===== config.mk =====
export PLATFORM = sky130hd
export DESIGN_NAME = rcn_div
export DESIGN_NICKNAME = d
export VERILOG_FILES = /design/src/hdl/rcn_div.sv
export SDC_FILE = /design/constraint.sdc
export NUM_CORES = 1
export LEC_CHECK = 0
export BUFFER_PORTS_ARGS = -buffer_cell sky130_fd_sc_hd__buf_4
export CORE_MARGIN = 2
export CORE_UTILIZATION = 35
export CTS_BUF_LIST = sky130_fd_sc_hd__clkbuf_4
export DETAILED_ROUTE_END_ITERATION = 8
export PLACE_DENSITY = 0.61
export SYNTH_ARGS = -nofsm -noshare
export SYNTH_HDL_FRONTEND = slang
export SYNTH_SLANG_ARGS = --single-unit

===== constraint.sdc =====
create_clock -name aclk -period 2.3 [get_ports aclk]
set_input_delay 0.115 -clock aclk [delete_from_list [all_inputs] [get_ports aclk]]
set_output_delay 0.115 -clock aclk [all_outputs]
set_load 0.02 [all_outputs]

===== src/hdl/rcn_div.sv =====
// Unsigned restoring divider, one quotient bit per cycle.
// Depends on nothing; shared by position and normalization divides.
module rcn_div #(
    parameter int N = 21,
    parameter int D = 12
) (
    input  logic         aclk,
    input  logic         aresetn,
    input  logic         start,
    input  logic [N-1:0] dividend,
    input  logic [D-1:0] divisor,
    output logic         done,
    output logic [N-1:0] quotient,
    output logic [D-1:0] remainder
);
    localparam int CW = $clog2(N + 1);

    logic [D:0]    rem_reg, rem_next;
    logic [N-1:0]  quo_reg, quo_next;
    logic [D-1:0]  den_reg, den_next;
    logic [CW-1:0] cnt_reg, cnt_next;
    logic          busy_reg, busy_next;
    logic          done_reg, done_next;
    logic [D:0]    trial;

    always_ff @(posedge aclk) begin
        if (!aresetn) begin
            busy_reg <= 1'b0;
            done_reg <= 1'b0;
            cnt_reg  <= '0;
        end else begin
            busy_reg <= busy_next;
            done_reg <= done_next;
            cnt_reg  <= cnt_next;
        end
        rem_reg <= rem_next;
        quo_reg <= quo_next;
        den_reg <= den_next;
    end

    always_comb begin
        rem_next  = rem_reg;
        quo_next  = quo_reg;
        den_next  = den_reg;
        cnt_next  = cnt_reg;
        busy_next = busy_reg;
        done_next = 1'b0;
        trial     = {rem_reg[D-1:0], quo_reg[N-1]};
        if (start) begin
            rem_next  = '0;
            quo_next  = dividend;
            den_next  = divisor;
            cnt_next  = '0;
            busy_next = 1'b1;
        end else if (busy_reg) begin
            if (trial >= {1'b0, den_reg}) begin
                rem_next = trial - {1'b0, den_reg};
                quo_next = {quo_reg[N-2:0], 1'b1};
            end else begin
                rem_next = trial;
                quo_next = {quo_reg[N-2:0], 1'b0};
            end
            cnt_next = cnt_reg + 1'b1;
            if (cnt_reg == CW'(N - 1)) begin
                busy_next = 1'b0;
                done_next = 1'b1;
            end
        end
    end

    assign done      = done_reg;
    assign quotient  = quo_reg;
    assign remainder = rem_reg[D-1:0];
endmodule


# --- Word level (Yosys, flattened, before mapping) ---
# Index checks and enable logic that the tools add are counted.
totals:
  ff_bits: 52
  inputBits: 36
classes:
  order_cmp: 1
  n_reduce_logical: 3
  n_eq_ne: 1
  addsub: 2
  muxes: 8
  n_bitwise: 2
ops:
  columns: ["op", "n"]
  rows:
  - ["$mux 21", 2]
  - ["$ge 13x12->1", 1]
  - ["$mux 12", 1]
  - ["$sub 12x12->12", 1]
  - ["$add 5x1->5 const B", 1]
  - ["$eq 5x5->1 const B", 1]
  - ["$mux 1", 5]
  - ["$reduce_or 3->1", 1]
  - ["$not 1->1", 2]
  - ["$reduce_bool 2->1", 1]
  - ["$reduce_or 2->1", 1]

# --- Logic depth before layout (Yosys ltp) ---
logic_depth:
  depth_word: 4
  depth_mapped: 11
  depth_no_buf: 9

# --- Worst setup path before layout ---
# Ideal clock, no wire load.
synth_timing:
  kind: "register to register"
  startpoint: "register rem_reg[9]"
  endpoint: "register quo_reg[0] (netlist: quotient[0]), data pin"
  slack_ns: 0.051
  arrival_time_ns: 1.989
  path_stages_with_launch: 9
  period_less_slack_ns: 2.249
  path_cell_list: "dfxtp_1 -> ha_1 -> a21o_1 -> a211o_1 -> a31oi_1 -> o31ai_1 -> buf_6 -> buf_8 -> mux2_2"
synth_via:
  elab_chain_cells: 4
synth_lines:
  columns: ["element", "line", "source"]
  rows:
  - ["from (decl)", "18", "logic [D:0] rem_reg, rem_next;"]
  - ["from (signal assigned)", "36", "rem_reg <= rem_next;"]
  - ["$ge 13x12->1", "56", "if (trial >= {1'b0, den_reg}) begin"]
  - ["$mux 1", "56", null]
  - ["$mux 21", "55", "end else if (busy_reg) begin"]
  - ["$mux 21", "49", "if (start) begin"]
  - ["via quo_next[0]", "19", "logic [N-1:0] quo_reg, quo_next;"]
  - ["to (signal assigned)", "37", "quo_reg <= quo_next;"]
  - ["to (decl)", "19", null]
# The timed path passes the listed nets, and every way through them passes these cells. The select of a mux whose other input is x is not followed.
# A chain may end at the register's enable or synchronous reset.

# --- Worst setup path in the final report ---
layout_timing:
  startpoint: "register quo_reg[20] (netlist: quotient[20])"
  endpoint: "register rem_reg[10]"
layout_via:
  elab_chain_cells: 2
  word_cells_on_any_way: 3
  classes_between: "1 x add/sub; 1 x order compare; 1 x mux"
layout_lines:
  columns: ["element", "line"]
  rows:
  - ["$sub 12x12->12 / $ge 13x12->1 (equally long branches)", "57, 56"]
  - ["$mux 12 (*)", "56"]
# Every way passes the cells marked *; elsewhere a longest branch is shown, timed or not.

==> out/qor.yml <==
finish.instance_area_um2: 3670
whs_ps: 18.1
remaining_drc_errors: 0
routed_via_density: 4.90
syn_avg_cell_area_um2: 11.4
cts.sinks: 52
synth_top_flop_cell: "edfxtp_1"
synth_edf_count: 33
grt_overflow: 0
core_um2: 7650
internal-power_uw: 1560
final_common_cell: "buf_4"
grt_max_degree: 28
yosysSeqAreaShare_pct: 49.9
peakVddDrop_v: 0.000247
status: "complete, no violations"
clk_pin_slew_ps: 180
start_util_pct: 35.9
drtIter0Drc: 125
drv_cap: 0
relSlewSlack_pct: 68.5
leakagePower_uw: 0.00154
clkLatencyLatePin_ps: 390
cp_slowest_cell: "fa_1"
netSwitchingFraction_pct: 32.0
final_cell_mix: "buf_4 (78), edfxtp_1 (33), nor2_1 (23)"
rows: 32
seq_power_share_pct: 49.4
path_buf_inv: 1
pin_count: 70
synth_cell_types: 49
cp-start-kind: "flop"
cp_slowest_stage_delay_ps: 430
rsz0062_at_grt: "no"
port_buffers: 69
drtPass1Iterations: 4
antennaDiodeCount: 0
synth_nets: 291
critPathMaxFanout: 3
end_kind: "flop"
die_w_um: 92.6
vias: 2132
finClkSkew_ps: 27.2
wl_per_cell_um: 13.8
wirelength_um: 6000
crit_arrival_ps: 2450
p_switching_uw: 735
postSynthCellCount: 240
cts_max_level: 2
final_hold_viol_count: 0
fmax_mhz: 460
drive_above_1_share_pct: 36.0
grt_pass1_wl_um: 9640
ys_warn_count: 0
cts_buffers: 5
required_ps: 2580
die_area_um2: 8570
grtUsageTotal_pct: 14.2
synthToLayoutAreaGrowth_pct: 33.8
fin_crit_ps: 2180
largest_reg_flops: 21
syn_area_um2: 2750
dpl_cell_area_um2: 3410
fp.dieH_um: 92.6
power.density_nw_per_um2: 625
instances_no_fill: 435
final-setup-viol-count: 0
antenna_found_initial: 0
slew_violations: 0
crit_family: "adder cells"
gp_congestion: 0.831
tightestPinTransition_ps: 461
ant_nets: 0
finalNetCount: 383
grt_pass1_vias: 1991
comb_power_share_pct: 31.3
clockBufferDepth: 2
ff2ff_setup_slack_ps: 120
hp-class: "in -> reg"
cts_tree: "yes"
dpl.hpwl_um: 4190
synth-seq-cells: 52
async_reset_ff_share_pct: 0
fin_tns_setup_ps: 0
placedCellCount: 408
cp_cell_sequence: "inv_1, ha_1, fa_1, nor2b_2, o2111ai_1, nand3b_1, a211oi_2, xnor2_1, a31o_2"
crit_type: "reg -> reg"
p_clk_share_pct: 19.4
timing.final.crit_share_pct: 94.6
cts_root_buf: "clkbuf_4"
cell families (layout without fill, tap and decap cells):
family	Yosys count	in the layout	share of synthesized area, %
xor+xnor	11	11	3.51
simple gates	60	60	11.0
flops	52	52	49.9
mux	29	29	11.5
fa+ha+maj	15	15	7.11
compound gates	45	45	12.4
buf+inv	28	121	4.56
power groups by stage:
stage                     Combinational, uW  Clock, uW  Sequential [uW]
after floorplan                         370          0             1230
after global placement                  673          0             1150
after detailed placement                682          0             1160
after CTS                               704        472             1140
after global routing                    782        486             1150
final                                   718        445             1130
per-stage QoR:
stage / worst slack, ps / total power [uW] / utilization, %
floorplan: 51.0 / 1600 / -
global placement: 57.9 / 1830 / 44.6
detailed placement: 62.2 / 1840 / 44.6
CTS: 32.8 / 2310 / 47.2
global route: 5.01 / 2410 / 48.1
finish: 125 / 2300 / 48.1
Yosys cell counts (4+ instances only):
master	n	area (um2)
edfxtp_1	33	991
nor2_1	23	86.3
mux2_2	21	236
dfxtp_1	19	380
inv_1	16	60.1
ha_1	14	175
nand2_1	12	45.0
a211oi_1	9	67.6
mux2i_1	8	80.1
nand3_1	7	35.0
clkbuf_1	6	22.5
xnor2_1	6	52.6
xor2_1	5	43.8
a21oi_1	4	20.0
nor2b_1	4	25.0
o21ai_0	4	20.0
repair_timing:
item,4_1_cts,5_1_grt
buffers inserted,0,2
hold endpoints to repair,14,3
setup endpoints to repair,0,8
hold buffers,14,3
resized for setup,0,4
final cells by class:
cell class	count	area, um2
fillers	742	3970
flip-flops and latches	52	1370
multi-input cells	160	1270
repair buffers	96	776
well taps	102	128
inverters	17	63.8
clock buffers	5	37.5
clock inverters	3	26.3
routing by layer:
layer	track usage [%]	share of wire (%)	vias up
met5	0	0	-
met4	4.23	1.3	0
met3	2.77	2.6	6
met2	24.1	50	37
met1	18.2	47	1010
li1	-	-	1079
final timing paths:
kind	from	endpoint	cells past startpoint
setup / recovery	quotient[20]	rem_reg[10]	9
hold / removal	dividend[2]	quotient[2]	2
setup reg to reg	quotient[20]	rem_reg[10]	9
hold reg to reg	cnt_reg[2]	done	2
No activity file was read; power rests on OpenSTA's default activity.
